===== config.mk =====
export PLATFORM = sky130hd
export DESIGN_NAME = servo_pulse_ramp_8ch_flat
export DESIGN_NICKNAME = d
export VERILOG_FILES = /design/src/spr_pkg.sv /design/src/spr_in_if.sv /design/src/spr_out_if.sv /design/src/spr_ctrl.sv /design/src/spr_datapath.sv /design/src/servo_pulse_ramp_8ch.sv /design/src/flat_wrapper.sv
export SDC_FILE = /design/constraint.sdc
export NUM_CORES = 1
export LEC_CHECK = 0
export BUFFER_PORTS_ARGS = -buffer_cell sky130_fd_sc_hd__buf_2
export CAP_MARGIN = 40
export CORE_MARGIN = 1
export CORE_UTILIZATION = 45
export DETAILED_ROUTE_END_ITERATION = 8
export GPL_ROUTABILITY_DRIVEN = 0
export SETUP_SLACK_MARGIN = 0.1
export SLEW_MARGIN = 40
export SYNTH_ARGS = -nofsm -noshare
export SYNTH_HDL_FRONTEND = slang
export SYNTH_SLANG_ARGS = --single-unit

===== constraint.sdc =====
create_clock -name clk -period 9.3 [get_ports clk]
set_clock_uncertainty 0.1 [all_clocks]
set_input_delay 0.465 -clock clk [delete_from_list [all_inputs] [get_ports clk]]
set_output_delay 0.465 -clock clk [all_outputs]
set_load 0.01 [all_outputs]

===== src/spr_pkg.sv =====
// Shared types and constants of the eight-channel servo pulse ramp.
// Depends on nothing; every other file of the block imports it.
`default_nettype none

package spr_pkg;

  // Field and state widths.
  localparam int OPC_W   = 1;
  localparam int CHIN_W  = 4;
  localparam int OCH_W   = 3;
  localparam int PULSE_W = 12;
  localparam int MS_W    = 16;
  localparam int TIME_W  = 15;
  localparam int STEP_W  = 11;
  localparam int OFF_W   = 13;

  // Opcodes of an input beat.
  localparam logic [OPC_W-1:0] OP_SET  = 1'b0;
  localparam logic [OPC_W-1:0] OP_TICK = 1'b1;

  // Pulse and time limits.
  localparam logic [PULSE_W-1:0] PULSE_MIN   = 12'd500;
  localparam logic [PULSE_W-1:0] PULSE_MAX   = 12'd2500;
  localparam logic [PULSE_W-1:0] PULSE_RESET = 12'd1500;
  localparam logic [TIME_W-1:0]  TIME_MIN    = 15'd20;
  localparam logic [TIME_W-1:0]  TIME_MAX    = 15'd30000;

  // Division by the 20 ms tick period as a reciprocal multiply.
  // 52429 / 2^20 is slightly above 1/20, and the excess stays below one
  // twentieth over the clamped time range, so the floor is exact.
  localparam int RECIP_W     = 16;
  localparam int RECIP_SHIFT = 20;
  localparam logic [RECIP_W-1:0] TICK_RECIP = 16'd52429;

  // Ramp divider: one quotient bit per cycle; the quotient is below 2^11.
  localparam int DIV_STEPS = STEP_W;
  localparam int DCNT_W    = $clog2(DIV_STEPS);
  localparam int DSR_W     = 2 * STEP_W;
  localparam int PROD_W    = OFF_W + STEP_W + 1;

  // Commands from the controller to the datapath.
  typedef struct packed {
    logic do_set;
    logic do_tick;
    logic do_mul;
    logic do_div;
    logic do_emit;
  } dp_cmd_t;

  // Status from the datapath to the controller.
  typedef struct packed {
    logic need_div;
    logic out_free;
  } dp_status_t;

endpackage

`default_nettype wire


===== src/spr_in_if.sv =====
// Input channel of the servo pulse ramp: valid, ready and one input beat.
// Depends on spr_pkg.
`default_nettype none

interface spr_in_if;
  import spr_pkg::*;

  logic               valid;
  logic               ready;
  logic [OPC_W-1:0]   opcode;
  logic [CHIN_W-1:0]  channel;
  logic [PULSE_W-1:0] pulse_us;
  logic [MS_W-1:0]    move_ms;

  modport source (output valid, opcode, channel, pulse_us, move_ms, input ready);
  modport sink   (input valid, opcode, channel, pulse_us, move_ms, output ready);
endinterface

`default_nettype wire


===== src/spr_out_if.sv =====
// Result channel of the servo pulse ramp: valid, ready and one result beat.
// Depends on spr_pkg.
`default_nettype none

interface spr_out_if;
  import spr_pkg::*;

  logic               valid;
  logic               ready;
  logic [OCH_W-1:0]   out_channel;
  logic [PULSE_W-1:0] pulse_out;
  logic               last;
  logic               moving;

  modport source (output valid, out_channel, pulse_out, last, moving, input ready);
  modport sink   (input valid, out_channel, pulse_out, last, moving, output ready);
endinterface

`default_nettype wire


===== src/spr_ctrl.sv =====
// Controller of the servo pulse ramp: accepts beats and sequences the
// per-channel multiply, divide and emit steps. Depends on spr_pkg.
`default_nettype none

module spr_ctrl #(
  parameter int NUM_CHANNELS = 8
) (
  input  wire logic                        clk,
  input  wire logic                        rst_n,
  input  wire logic                        in_valid,
  input  wire logic [spr_pkg::OPC_W-1:0]   in_opcode,
  output logic                             in_ready,
  input  spr_pkg::dp_status_t              status,
  output spr_pkg::dp_cmd_t                 cmd,
  output logic [((NUM_CHANNELS > 1) ? $clog2(NUM_CHANNELS) : 1)-1:0] ch_idx
);
  import spr_pkg::*;

  localparam int CH_W = (NUM_CHANNELS > 1) ? $clog2(NUM_CHANNELS) : 1;
  localparam logic [CH_W-1:0] CH_LAST = CH_W'(NUM_CHANNELS - 1);

  typedef enum logic [3:0] {
    S_IDLE = 4'b0001,
    S_MUL  = 4'b0010,
    S_DIV  = 4'b0100,
    S_EMIT = 4'b1000
  } state_t;

  state_t            state_r, state_nxt;
  logic [CH_W-1:0]   ch_r, ch_nxt;
  logic [DCNT_W-1:0] cnt_r, cnt_nxt;

  assign in_ready = (state_r == S_IDLE);
  assign ch_idx   = ch_r;

  // Next state and commands.
  always_comb begin
    state_nxt = state_r;
    ch_nxt    = ch_r;
    cnt_nxt   = cnt_r;
    cmd       = '0;
    unique case (state_r)
      S_IDLE: begin
        if (in_valid) begin
          if (in_opcode == OP_TICK) begin
            cmd.do_tick = 1'b1;
            ch_nxt      = '0;
            state_nxt   = S_MUL;
          end else begin
            cmd.do_set = 1'b1;
          end
        end
      end
      S_MUL: begin
        cmd.do_mul = 1'b1;
        if (status.need_div) begin
          cnt_nxt   = DCNT_W'(DIV_STEPS - 1);
          state_nxt = S_DIV;
        end else begin
          state_nxt = S_EMIT;
        end
      end
      S_DIV: begin
        cmd.do_div = 1'b1;
        if (cnt_r == '0) begin
          state_nxt = S_EMIT;
        end else begin
          cnt_nxt = cnt_r - 1'b1;
        end
      end
      S_EMIT: begin
        if (status.out_free) begin
          cmd.do_emit = 1'b1;
          if (ch_r == CH_LAST) begin
            state_nxt = S_IDLE;
          end else begin
            ch_nxt    = CH_W'(ch_r + 1'b1);
            state_nxt = S_MUL;
          end
        end
      end
      default: begin
        state_nxt = S_IDLE;
      end
    endcase
  end

  // State register.
  always_ff @(posedge clk) begin
    if (!rst_n) begin
      state_r <= S_IDLE;
      ch_r    <= '0;
      cnt_r   <= '0;
    end else begin
      state_r <= state_nxt;
      ch_r    <= ch_nxt;
      cnt_r   <= cnt_nxt;
    end
  end

endmodule

`default_nettype wire


===== src/spr_datapath.sv =====
// Datapath of the servo pulse ramp: channel pulse state, move timing,
// the ramp multiplier, a bit-serial divider and the result register.
// Depends on spr_pkg and spr_out_if.
`default_nettype none

module spr_datapath #(
  parameter int NUM_CHANNELS = 8
) (
  input  wire logic                         clk,
  input  wire logic                         rst_n,
  input  wire logic [spr_pkg::CHIN_W-1:0]   in_channel,
  input  wire logic [spr_pkg::PULSE_W-1:0]  in_pulse_us,
  input  wire logic [spr_pkg::MS_W-1:0]     in_move_ms,
  input  spr_pkg::dp_cmd_t                  cmd,
  input  wire logic [((NUM_CHANNELS > 1) ? $clog2(NUM_CHANNELS) : 1)-1:0] ch_idx,
  output spr_pkg::dp_status_t               status,
  spr_out_if.source                         out_b
);
  import spr_pkg::*;

  localparam int CH_W = (NUM_CHANNELS > 1) ? $clog2(NUM_CHANNELS) : 1;
  localparam logic [CH_W-1:0] CH_LAST = CH_W'(NUM_CHANNELS - 1);

  // Per-channel state.
  logic [PULSE_W-1:0]      cur_r [NUM_CHANNELS];
  logic [PULSE_W-1:0]      tgt_r [NUM_CHANNELS];
  logic signed [OFF_W-1:0] off_r [NUM_CHANNELS];

  // Move state.
  logic [TIME_W-1:0] mt_r;
  logic [STEP_W-1:0] total_r;
  logic [STEP_W-1:0] sl_r;
  logic              pend_r;
  logic              run_r;
  logic              start_r;
  logic              adv_r;
  logic              fin_r;

  // Ramp arithmetic.
  logic [DSR_W-1:0] dsr_r;
  logic             neg_r;

  // Result register.
  logic               ovalid_r;
  logic [OCH_W-1:0]   och_r;
  logic [PULSE_W-1:0] opulse_r;
  logic               olast_r;
  logic               omoving_r;

  // Set beat checks and the clamped move time.
  logic              set_ok;
  logic [CH_W-1:0]   set_idx;
  logic [TIME_W-1:0] mt_clamped;

  assign set_ok  = (int'(in_channel) < NUM_CHANNELS) &&
                   (in_pulse_us >= PULSE_MIN) && (in_pulse_us <= PULSE_MAX);
  assign set_idx = CH_W'(in_channel);

  always_comb begin
    if (in_move_ms < MS_W'(TIME_MIN)) begin
      mt_clamped = TIME_MIN;
    end else if (in_move_ms > MS_W'(TIME_MAX)) begin
      mt_clamped = TIME_MAX;
    end else begin
      mt_clamped = TIME_W'(in_move_ms);
    end
  end

  // Step count of a new move and the step update of a tick.
  logic [TIME_W+RECIP_W-1:0] recip_prod;
  logic [STEP_W-1:0]         steps_calc;
  logic [STEP_W-1:0]         tot_eff;
  logic [STEP_W-1:0]         sl_base;
  logic [STEP_W-1:0]         sl_dec;
  logic                      run_eff;
  logic                      fin_now;

  assign recip_prod = mt_r * TICK_RECIP;
  assign steps_calc = recip_prod[RECIP_SHIFT +: STEP_W];
  assign tot_eff    = pend_r ? steps_calc : total_r;
  assign sl_base    = pend_r ? steps_calc : sl_r;
  assign run_eff    = pend_r || run_r;
  assign sl_dec     = (sl_base != '0) ? STEP_W'(sl_base - 1'b1) : '0;
  assign fin_now    = (sl_dec == '0) || (tot_eff == '0);

  // Channel read port and the offset times remaining steps.
  logic [PULSE_W-1:0]       cur_rd;
  logic [PULSE_W-1:0]       tgt_rd;
  logic signed [OFF_W-1:0]  off_now;
  logic signed [PROD_W-1:0] prod;
  logic [PROD_W-1:0]        prod_abs;

  assign cur_rd  = cur_r[ch_idx];
  assign tgt_rd  = tgt_r[ch_idx];
  assign off_now = start_r ? ($signed({1'b0, cur_rd}) - $signed({1'b0, tgt_rd}))
                           : off_r[ch_idx];
  assign prod     = PROD_W'(off_now) * PROD_W'($signed({1'b0, sl_r}));
  assign prod_abs = prod[PROD_W-1] ? $unsigned(PROD_W'(-prod)) : $unsigned(prod);

  // One restoring divide step: remainder in the upper half, quotient
  // bits shift into the lower half.
  logic [STEP_W:0]   trial;
  logic [STEP_W:0]   diff;
  logic              ge;
  logic [STEP_W-1:0] rem_new;

  assign trial   = dsr_r[DSR_W-1:STEP_W-1];
  assign diff    = trial - {1'b0, total_r};
  assign ge      = (trial >= {1'b0, total_r});
  assign rem_new = ge ? diff[STEP_W-1:0] : trial[STEP_W-1:0];

  // New pulse of the channel.
  logic signed [OFF_W-1:0] q_signed;
  logic signed [OFF_W-1:0] ramp_sum;
  logic [PULSE_W-1:0]      new_pulse;

  assign q_signed = neg_r ? -$signed({2'b00, dsr_r[STEP_W-1:0]})
                          : $signed({2'b00, dsr_r[STEP_W-1:0]});
  assign ramp_sum = $signed({1'b0, tgt_rd}) + q_signed;

  always_comb begin
    if (!adv_r) begin
      new_pulse = cur_rd;
    end else if (fin_r) begin
      new_pulse = tgt_rd;
    end else begin
      new_pulse = ramp_sum[PULSE_W-1:0];
    end
  end

  assign status.need_div = adv_r && !fin_r;
  assign status.out_free = !ovalid_r || out_b.ready;

  // Channel arrays and move state.
  always_ff @(posedge clk) begin
    if (!rst_n) begin
      for (int c = 0; c < NUM_CHANNELS; c++) begin
        cur_r[c] <= PULSE_RESET;
        tgt_r[c] <= PULSE_RESET;
        off_r[c] <= '0;
      end
      mt_r    <= TIME_MIN;
      total_r <= STEP_W'(1);
      sl_r    <= '0;
      pend_r  <= 1'b0;
      run_r   <= 1'b0;
      start_r <= 1'b0;
      adv_r   <= 1'b0;
      fin_r   <= 1'b0;
    end else begin
      if (cmd.do_set && set_ok) begin
        tgt_r[set_idx] <= in_pulse_us;
        mt_r           <= mt_clamped;
        pend_r         <= 1'b1;
      end
      if (cmd.do_tick) begin
        start_r <= pend_r;
        if (pend_r) begin
          pend_r  <= 1'b0;
          total_r <= steps_calc;
        end
        if (run_eff) begin
          sl_r  <= sl_dec;
          run_r <= !fin_now;
          adv_r <= 1'b1;
          fin_r <= fin_now;
        end else begin
          run_r <= 1'b0;
          adv_r <= 1'b0;
          fin_r <= 1'b0;
        end
      end
      if (cmd.do_mul && start_r) begin
        off_r[ch_idx] <= off_now;
      end
      if (cmd.do_emit) begin
        cur_r[ch_idx] <= new_pulse;
      end
    end
  end

  // Multiply and divide registers.
  always_ff @(posedge clk) begin
    if (cmd.do_mul) begin
      dsr_r <= prod_abs[DSR_W-1:0];
      neg_r <= prod[PROD_W-1];
    end else if (cmd.do_div) begin
      dsr_r <= {rem_new, dsr_r[STEP_W-2:0], ge};
    end
  end

  // Result valid flag.
  always_ff @(posedge clk) begin
    if (!rst_n) begin
      ovalid_r <= 1'b0;
    end else if (cmd.do_emit) begin
      ovalid_r <= 1'b1;
    end else if (out_b.ready) begin
      ovalid_r <= 1'b0;
    end
  end

  // Result payload.
  always_ff @(posedge clk) begin
    if (cmd.do_emit) begin
      och_r     <= OCH_W'(ch_idx);
      opulse_r  <= new_pulse;
      olast_r   <= (ch_idx == CH_LAST);
      omoving_r <= run_r;
    end
  end

  assign out_b.valid       = ovalid_r;
  assign out_b.out_channel = och_r;
  assign out_b.pulse_out   = opulse_r;
  assign out_b.last        = olast_r;
  assign out_b.moving      = omoving_r;

endmodule

`default_nettype wire


===== src/servo_pulse_ramp_8ch.sv =====
// Servo pulse ramp, NUM_CHANNELS channels (eight by default).
// A set beat (opcode 0) stores a target pulse for one channel and a move
// time shared by all channels; a beat with a channel out of range or a
// pulse outside 500..2500 us is dropped. The time is clamped to
// 20..30000 ms. A set beat gives no result.
// A tick beat (opcode 1) starts a pending move, advances a running ramp
// one step and reports every channel, channel 0 first, the final result
// flagged by last. Each channel runs a multiply step, the shared
// bit-serial divider while a ramp step other than the final one is in
// progress, and an emit step, in that order.
// Results leave through an output register: the next beat is taken while
// the final result of a tick still waits. When the receiver stalls, the
// sequence holds at the emit step of the next channel.
// After reset every pulse and target is 1500 us, no move runs, and the
// move time is 20 ms.
// Depends on spr_pkg, spr_in_if, spr_out_if, spr_ctrl and spr_datapath.
`default_nettype none

module servo_pulse_ramp_8ch #(
  parameter int NUM_CHANNELS = 8
) (
  input  wire logic  clk,
  input  wire logic  rst_n,
  spr_in_if.sink     in_b,
  spr_out_if.source  out_b
);
  import spr_pkg::*;

  localparam int CH_W = (NUM_CHANNELS > 1) ? $clog2(NUM_CHANNELS) : 1;

  dp_cmd_t         cmd;
  dp_status_t      status;
  logic [CH_W-1:0] ch_idx;
  logic            ready;

  // Beat sequencing.
  spr_ctrl #(
    .NUM_CHANNELS (NUM_CHANNELS)
  ) u_ctrl (
    .clk       (clk),
    .rst_n     (rst_n),
    .in_valid  (in_b.valid),
    .in_opcode (in_b.opcode),
    .in_ready  (ready),
    .status    (status),
    .cmd       (cmd),
    .ch_idx    (ch_idx)
  );

  assign in_b.ready = ready;

  // Pulse state, ramp arithmetic and result register.
  spr_datapath #(
    .NUM_CHANNELS (NUM_CHANNELS)
  ) u_datapath (
    .clk         (clk),
    .rst_n       (rst_n),
    .in_channel  (in_b.channel),
    .in_pulse_us (in_b.pulse_us),
    .in_move_ms  (in_b.move_ms),
    .cmd         (cmd),
    .ch_idx      (ch_idx),
    .status      (status),
    .out_b       (out_b)
  );

endmodule

`default_nettype wire


===== src/flat_wrapper.sv =====
// flat-port wrapper written by rule: the top's interface ports become plain ports
module servo_pulse_ramp_8ch_flat import spr_pkg::*;
#(
  parameter int NUM_CHANNELS = 8
)
  (clk, rst_n, in_b_valid, in_b_opcode, in_b_channel, in_b_pulse_us, in_b_move_ms, in_b_ready, out_b_valid, out_b_out_channel, out_b_pulse_out, out_b_last, out_b_moving, out_b_ready);
  spr_in_if in_b_i ();
  spr_out_if out_b_i ();
  input  wire logic clk;
  input  wire logic rst_n;
  input wire logic [$bits(in_b_i.valid)-1:0] in_b_valid;
  input wire logic [$bits(in_b_i.opcode)-1:0] in_b_opcode;
  input wire logic [$bits(in_b_i.channel)-1:0] in_b_channel;
  input wire logic [$bits(in_b_i.pulse_us)-1:0] in_b_pulse_us;
  input wire logic [$bits(in_b_i.move_ms)-1:0] in_b_move_ms;
  output wire logic [$bits(in_b_i.ready)-1:0] in_b_ready;
  output wire logic [$bits(out_b_i.valid)-1:0] out_b_valid;
  output wire logic [$bits(out_b_i.out_channel)-1:0] out_b_out_channel;
  output wire logic [$bits(out_b_i.pulse_out)-1:0] out_b_pulse_out;
  output wire logic [$bits(out_b_i.last)-1:0] out_b_last;
  output wire logic [$bits(out_b_i.moving)-1:0] out_b_moving;
  input wire logic [$bits(out_b_i.ready)-1:0] out_b_ready;
  assign in_b_i.valid = in_b_valid;
  assign in_b_i.opcode = in_b_opcode;
  assign in_b_i.channel = in_b_channel;
  assign in_b_i.pulse_us = in_b_pulse_us;
  assign in_b_i.move_ms = in_b_move_ms;
  assign in_b_ready = in_b_i.ready;
  assign out_b_valid = out_b_i.valid;
  assign out_b_out_channel = out_b_i.out_channel;
  assign out_b_pulse_out = out_b_i.pulse_out;
  assign out_b_last = out_b_i.last;
  assign out_b_moving = out_b_i.moving;
  assign out_b_i.ready = out_b_ready;
  servo_pulse_ramp_8ch #(.NUM_CHANNELS(NUM_CHANNELS)) u_core (.clk(clk), .rst_n(rst_n), .in_b(in_b_i), .out_b(out_b_i));
endmodule

==> results by group, run 1 <==
Layout
  – Diode count: 0
  – Number of standard cells in the final layout excluding fillers: 3,811
  – Area growth syn-to-layout: 13.85%
  – Number of fillers in the final layout: roughly 5,700
  – Area of the multi-input gates: ~0.017 sq mm
  – Area occupied by registers: between 0.01 and 0.015 sq mm
  – Proportion of layout cells with a drive suffix above 1: 0.1678
  – Final net count: roughly 3,400
  – Final std cell area, no fill: between 0.03 and 0.04 sq mm

Floorplan
  – Standard-cell row count: between 90 and 100
  – Die span in y: roughly 260 microns
  – Die outline area: around 0.067 sq mm
  – Chip Width: around 260 microns
  – Area of the core: 0.06470 sq mm
  – Top-level port count: 56
  – Initial Utilization: 0.4574

Synthesis
  – Xor and xnor area share after synthesis: 0.02334
  – Fraction of the yosys area taken by sequential cells: 0.3796
  – Cells after Synth: between 2,000 and 3,000
  – Yosys cell types: between 80 and 90
  – Seq cells post-synth: a little under 400
  – Simple-Gate Fraction of Synth Area: 0.1498
  – Average size of a mapped cell: approximately 11 sq um
  – Share of synthesized area spent on multiplexers: 0.07692
  – Arithmetic-cell share of the synthesized area counting full adders, half adders and majority gates: 0.2210
  – Post-synthesis cell area: approximately 0.030 sq mm
  – Count of flip-flops with a built-in enable after synthesis: 336
  – Most instantiated flip-flop cell in the synthesis netlist: sky130_fd_sc_hd__edfxtp_1
  – Synth async-reset ratio: 0
  – YS warnings: 0
  – Syn_nets: 3,244
  – Dominant combinational cell family by area after synthesis: adder cells
  – Fraction of the mapped netlist area in compound gates: 0.08478

Clocking
  – CTS sink count: 393
  – Buffer depth of the longest clock path: 3
  – Clock tree from TritonCTS: yes
  – H-Tree Level Count: 2
  – Clock-pin slew reported for the worst setup and hold paths after clock tree synthesis: about 0.07 ns
  – Clock Latency Late Sink: 0.58 ns
  – CTS root buffer: sky130_fd_sc_hd__clkbuf_16
  – Clock buffer count from CTS: between 40 and 50

Timing
  – Maximum achievable frequency: roughly 110 MHz
  – Setup repair after global routing missed its margin: true
  – Slew Viols, Final: 0
  – Fin worst setup slack: 0.2447 ns
  – Post-layout minimum cycle time: 9.055 ns
  – Relative max-transition margin: 0.3778
  – Worst Max-Slew Pin Slew: approximately 0.93 ns
  – Final hold violation count: 0
  – Final worst-path cycle share: 0.9737
  – Count of endpoints failing setup in the final report: 0

Global route
  – GRT Total Usage: 0.2334
  – Antenna violations before repair: 1
  – First-pass GRT wire length: ~120,000 microns
  – Largest net degree at the start of global routing: between 40 and 50
  – Met1 demand-to-capacity share in global routing: 0.3279
  – GRT met3 Usage: 0.03032
  – Busiest layer in global routing: met2
  – Remaining Overflow, GRT: 0
  – Global-route met2 utilization: 0.3831
  – Via count of the first global-routing pass: between 20,000 and 25,000

Place
  – Placed cells: between 3,000 and 4,000
  – Minimum setup slack after placement: -0.1907 ns
  – Area after detailed placement: roughly 0.031 sq mm
  – Total of buffers placed on input and output ports: 55
  – Post-detail-place hpwl: between 50,000 and 60,000 microns

Critical path
  – Delay of the slowest cell on the worst path: 0.56 ns
  – Cell with the biggest individual delay on the critical path: sky130_fd_sc_hd__or4_4
  – Critical path fanouts, max: 6
  – FF-to-FF End: u_core.u_datapath.dsr_r[21]
  – Arr. time, crit path: about 9.3 ns
  – Required time at the endpoint of the critical path: approximately 9.5 ns
  – Critical Path End Type: flop
  – Startpoint class of the critical path: flop
  – Reg2reg path depth: 37
  – Most common cell type on the critical path: sky130_fd_sc_hd__fa_1
  – Worst Path Class, Setup: flop to flop
  – Worst R2R Setup Slack: about 0.24 ns

Detailed routing
  – Residual DRC: 0
  – Vias/cell: roughly 5.6
  – Total vias in the final route: approximately 21,000
  – Routed WL: 76,800 microns
  – Antenna violation net count after detailed routing: 0
  – Routed length per placed instance: between 20 and 25 microns
  – Number of iterations in the first detailed-routing pass: 5
  – Number of DRC markers after the initial detailed-route iteration: 1,845

Min path
  – Startpoint of the tightest hold check path: in_b_move_ms[4]
  – Min-Delay Path Class: input port to flop
  – WHS Endpoint: u_core.u_datapath.mt_r[4]
  – Worst hold path depth: 3

Pwr
  – Pwr Density: approximately 130 mW/mm^2
  – Leakage component of the power: between 10 and 15 nW
  – Highest ir drop seen on vdd: 0.1142 mV

Job
  – Count of max-cap constraint violations: 0

Outcome
  – Result of the run: complete, no violations
-- final cells by class --
| type | instances | area share |
|---|---|---|
| Multi-Input combinational cell | 1913 | 0.5046 |
| Sequential cell | 393 | 0.3337 |
| Timing Repair Buffer | 194 | 0.04241 |
| Inverter | 377 | 0.04208 |
| Clock buffer | 51 | 0.03473 |
| Tap cell | 855 | 0.03175 |
| Clock inverter | 28 | 0.01073 |
-- state kept, by name, indices dropped and copies added (netlist names), 3 cells and up, named ones only --
signal	cells
u_core.u_datapath.out_b.out_channel	3
u_core.u_datapath.cur_r	96
u_core.u_datapath.dsr_r	22
u_core.u_datapath.tgt_r	96
u_core.u_datapath.sl_r	11
u_core.u_datapath.total_r	11
u_core.u_datapath.out_b.pulse_out	12
u_core.u_ctrl.cnt_r	4
u_core.u_ctrl.ch_idx	3
u_core.u_datapath.mt_r	15
u_core.u_datapath.off_r	104
u_core.u_ctrl.state_r	4
-- cells in the mapped netlist, drive strengths merged, types with 6 or more instances --
cell | instances | area (sq um)
and3 | 12 | 82.57
xnor2 | 52 | 455.4
a211oi | 22 | 165.2
a21boi | 9 | 67.56
nor4b | 7 | 67.56
a31oi | 15 | 93.84
o21ai | 76 | 380.4
xor2 | 26 | 235.2
clkbuf | 91 | 345.3
ha | 209 | 2615
nor2b | 29 | 181.4
a21oi | 102 | 514.2
nand2 | 281 | 1055
nand2b | 78 | 488.0
mux2 | 23 | 259.0
or4b | 8 | 80.08
edfxtp | 336 | 10090
o21bai | 10 | 75.07
and4 | 6 | 53.80
buf | 28 | 152.6
inv | 376 | 1411
nor3 | 36 | 180.2
o211ai | 19 | 142.6
nand4 | 18 | 112.6
or4 | 7 | 56.30
a22oi | 6 | 45.04
mux2i | 35 | 350.3
dfxtp | 57 | 1141
o31ai | 13 | 97.59
or3 | 21 | 136.4
o21a | 13 | 97.59
mux4 | 74 | 1667
nor3b | 6 | 45.04
nor4 | 22 | 137.6
nor2 | 254 | 953.4
and2 | 76 | 475.5
fa | 196 | 3924
a21o | 29 | 217.7
nand3 | 42 | 210.2
or2 | 13 | 81.33
-- stage by stage --
step / TNS (ns) / hold slack [ns] / power [mW] / utilization
finish: 0 / 0.04356 / 4.456 / 0.5207
detailed placement: -2.681 / 0.3581 / 2.621 / 0.4860
global route: -0.1990 / 0.03850 / 4.612 / 0.5207
CTS: 0 / 0.01121 / 4.454 / 0.5120
global placement: -0.6788 / 0.3614 / 2.606 / 0.4851
floorplan: 0 / 0.3348 / 2.436 / -
-- power by group --
part / switching (mW) / internal (mW) / leakage (nW)
clock: 0.739 / 1.10 / 0.757
combinational: 0.406 / 0.239 / 9.45
sequential: 0.0188 / 1.95 / 3.52
-- worst max-delay path, delay by kind of cell (launching register included) --
kind | cells | cell delay, ns
xor+xnor | 1 | 0.07
compound gates | 13 | 2.51
simple gates | 6 | 1.10
mux | 2 | 0.76
flops | 1 | 0.40
fa+ha+maj | 7 | 2.96
buf+inv | 8 | 0.90
-- how the worst max path moves through the flow --
stage / from / to / slack [ns] / cells after the start
after floorplan: flop / u_core.u_datapath.dsr_r[3] / 0.11 / 37
after global placement: flop / u_core.u_datapath.dsr_r[3] / -0.10 / 35
after detailed placement: flop / u_core.u_datapath.dsr_r[3] / -0.19 / 35
after CTS: flop / u_core.u_datapath.dsr_r[3] / 0.11 / 35
after global routing: flop / u_core.u_datapath.dsr_r[13] / -0.04 / 38
final: flop / u_core.u_datapath.dsr_r[21] / 0.24 / 37
-- kinds of logic after synthesis --
family	count (synthesis)
compound gates	378
xor+xnor	78
fa+ha+maj	405
buf+inv	496
flops	393
mux	132
simple gates	920
-- layout by cell type (no fill, tap or decap), drive strengths merged, types with 51 or more instances in the layout --
| cell type | instances |
|---|---|
| mux4 | 74 |
| fa | 196 |
| a21oi | 102 |
| and2 | 76 |
| edfxtp | 336 |
| nand2b | 78 |
| o21ai | 76 |
| ha | 209 |
| inv | 378 |
| nand2 | 281 |
| nor2 | 254 |
| buf | 194 |
| xnor2 | 52 |
| dfxtp | 57 |
| clkbuf | 51 |
-- metal layers --
layer	vias to the layer above	part of all wire
met5	-	0
met4	0	0.021
met3	98	0.054
met2	636	0.47
met1	10720	0.45
li1	9913	-
-- timing repair --
item	4_1_cts	5_1_grt
setup endpoints to repair	22	22
hold buffers	0	0
setup buffers	7	20
gates resized for setup	22	88
gates cloned	1	0
hold endpoints to repair	0	0
pin swaps	17	72
Note: power is estimated with default switching activity, not from simulation.
==> inputs of run 2 (changes only) <==
SYNTH_HIERARCHICAL = 1   (was unset)
==> results by group, run 2 <==
Synthesis
  – Leading post-synthesis cells by cell area: sky130_fd_sc_hd__edfxtp_1 35%, sky130_fd_sc_hd__fa_1 13%, sky130_fd_sc_hd__ha_1 9.0%
  – Ranking of synthesized cells by instance count: 386 x sky130_fd_sc_hd__inv_1, 336 x sky130_fd_sc_hd__edfxtp_1, 307 x sky130_fd_sc_hd__nand2_1
  – Synth async-reset ratio: 0
  – Leading cell type by number of instances after synthesis: sky130_fd_sc_hd__inv_1
  – Seq cells post-synth: between 300 and 400
  – Yosys cell types: 86
  – Most instantiated flip-flop cell in the synthesis netlist: sky130_fd_sc_hd__edfxtp_1
  – Count of flip-flops with a built-in enable after synthesis: 336
  – YS warnings: 6
  – Biggest area consumer among synthesized cells: sky130_fd_sc_hd__edfxtp_1
  – Cells after Synth: ~2,900
  – Post-synthesis cell area: 0.02910 sq mm
  – Fraction of the yosys area taken by sequential cells: 0.3838
  – Proportion of netlist area held by the largest area contributor: 0.3467
  – Syn_nets: between 3,000 and 4,000
  – Average size of a mapped cell: 9.940 sq um

Clocking
  – H-Tree Level Count: 2
  – CTS root buffer: sky130_fd_sc_hd__clkbuf_16
  – CTS sink count: just under 400
  – Number of hold buffers added after cts: 0
  – Clock-pin slew reported for the worst setup and hold paths after clock tree synthesis: around 0.06 ns
  – Buffer depth of the longest clock path: 3
  – Clock Latency Late Sink: 0.59 ns
  – Clock tree from TritonCTS: yes
  – Clock buffer count from CTS: 43

Timing
  – Count of endpoints failing setup in the final report: 0
  – Worst Max-Slew Pin Slew: roughly 0.91 ns
  – Final hold violation count: 0
  – Final worst-path cycle share: 0.9804
  – Setup repair after global routing missed its margin: true
  – Post-layout minimum cycle time: 9.118 ns
  – Fin worst setup slack: 0.1822 ns
  – Maximum achievable frequency: 109.7 MHz
  – Slew Viols, Final: 0
  – Setup TNS: 0 ns
  – Relative max-transition margin: 0.3910

Global route
  – Largest net degree at the start of global routing: 47
  – Antenna violations before repair: 1
  – First-pass GRT wire length: ~130,000 microns
  – Via count of the first global-routing pass: 22,910
  – Remaining Overflow, GRT: 0
  – GRT Total Usage: 0.2485

Detailed routing
  – Total vias in the final route: between 20,000 and 25,000
  – Routed length per placed instance: slightly above 20 microns
  – Antenna violation net count after detailed routing: 0
  – Vias/cell: ~5.6
  – Residual DRC: 0
  – Routed WL: slightly above 80,000 microns
  – Number of DRC markers after the initial detailed-route iteration: between 1,500 and 2,000
  – Number of iterations in the first detailed-routing pass: 6

Job
  – Count of max-cap constraint violations: 0

Floorplan
  – Die span in y: about 260 microns
  – Initial Utilization: 0.4580
  – Chip Width: ~260 microns
  – Area of the core: 0.06354 sq mm
  – Standard-cell row count: 92
  – Top-level port count: 56
  – Die outline area: approximately 0.066 sq mm

Layout
  – Proportion of layout cells with a drive suffix above 1: 0.1756
  – Top register by number of flip-flops: u_core/u_datapath/off_r
  – Area growth syn-to-layout: 17.80%
  – Most common library cell in the layout ignoring fill and taps: sky130_fd_sc_hd__inv_1
  – Largest registers in the final layout: u_core/u_datapath/off_r: 104 flops, u_core/u_datapath/cur_r: 96 flops, u_core/u_datapath/tgt_r: 96 flops
  – Final net count: about 3,600
  – Max FFs per register: between 100 and 150
  – Number of standard cells in the final layout excluding fillers: 4,007
  – Most used cells in the layout excluding fill and tap cells: 374 x sky130_fd_sc_hd__inv_1, 336 x sky130_fd_sc_hd__edfxtp_1, 296 x sky130_fd_sc_hd__nand2_1, 234 x sky130_fd_sc_hd__nor2_1, 217 x sky130_fd_sc_hd__buf_4

Place
  – Minimum setup slack after placement: -0.1016 ns
  – Total of buffers placed on input and output ports: 55
  – Placed cells: 3,867
  – Post-detail-place hpwl: 60,590 microns

Pwr
  – Leakage component of the power: approximately 14 nW
  – Highest ir drop seen on vdd: between 0.1 and 0.15 mV
  – Pwr Density: ~140 mW/mm^2

Critical path
  – Delay of the slowest cell on the worst path: approximately 0.60 ns
  – Cell with the biggest individual delay on the critical path: sky130_fd_sc_hd__fa_1
  – Startpoint class of the critical path: flop
  – Required time at the endpoint of the critical path: roughly 9.5 ns
  – Critical path fanouts, max: 8
  – Critical Path End Type: flop
  – Delay-heaviest family, CP: adder cells
  – Worst Path Class, Setup: flop to flop
  – Total buffers and inverters traversed by the critical path: 7
  – Arr. time, crit path: 9.34 ns

Min path
  – Min-Delay Path Class: input port to flop

Outcome
  – Result of the run: complete, no violations
[run 2: layout make-up]
class	instances	area [sq um]
tap	846	1059
timing repair buffer	301	2372
fill	5669	29260
clock buffer	55	1172
clock inverter	24	334.1
multi-input combinational	2002	16700
sequential	390	11180
antenna	1	2.502
inverter	388	1459
[run 2: per-stage QoR]
stage	instance area, sq um	power (mW)	util	hold slack [ns]
2_1_floorplan	29190	2.609	-	0.3446
6_report	34290	4.681	0.5396	0.02887
5_1_grt	34280	4.885	0.5395	0.02680
4_1_cts	33260	4.679	0.5235	0.006565
3_3_place_gp	31430	2.841	0.4946	0.3656
3_5_place_dp	31480	2.854	0.4954	0.3666
[run 2: worst register-to-register path, delay by kind of cell, from the launching register on]
family                   cells  cell delay, ns
buffers and inverters        7            0.69
XOR/XNOR                     3            0.29
AND/OR/NAND/NOR              7            1.35
adder cells (fa/ha/maj)      8            3.41
flip-flops                   1            0.38
multiplexers                 1            0.29
AO/OA/AOI/OAI               15            2.34
[run 2: path summary, 6_finish.rpt]
check,slack (ns),start,cells past startpoint,end
max,0.18,u_core/u_ctrl/ch_idx[2],41,u_core/u_datapath/dsr_r[21]
min,0.03,in_b_move_ms[1],3,u_core/u_datapath/mt_r[1]
max reg2reg,0.18,u_core/u_ctrl/ch_idx[2],41,u_core/u_datapath/dsr_r[21]
min reg2reg,0.38,u_core/u_datapath/total_r[2],2,u_core/u_datapath/total_r[2]
[run 2: repair_timing]
item                       4_1_cts  5_1_grt
resized for setup               40      133
pin swaps                       30      121
setup buffers                   13       46
cloned                           0        4
setup endpoints to repair       19       21
[run 2: kinds of logic (layout without fill, tap and decap cells)]
kind of cell	after synthesis	after routing	share of synthesized area
simple gates	948	948	0.1563
buf+inv	536	768	0.07003
compound gates	517	517	0.1213
fa+ha+maj	406	406	0.2251
flops	390	390	0.3838
xor+xnor	83	83	0.02524
mux	48	48	0.01818
other cells	0	1	0
[run 2: report_power, final]
group / leakage [nW] / switching (mW) / internal, mW / total, mW
clock: 0.744 / 0.739 / 1.07 / 1.81
combinational: 10.2 / 0.547 / 0.339 / 0.885
sequential: 3.48 / 0.0365 / 1.95 / 1.99
[run 2: routing by layer]
metal  track usage  vias up  part of all wire
met3       0.02827      133             0.060
met5             0        -                 0
met2        0.4280      801              0.49
li1              -    10470                 -
met4       0.07102        0             0.029
met1        0.3292    11240              0.42
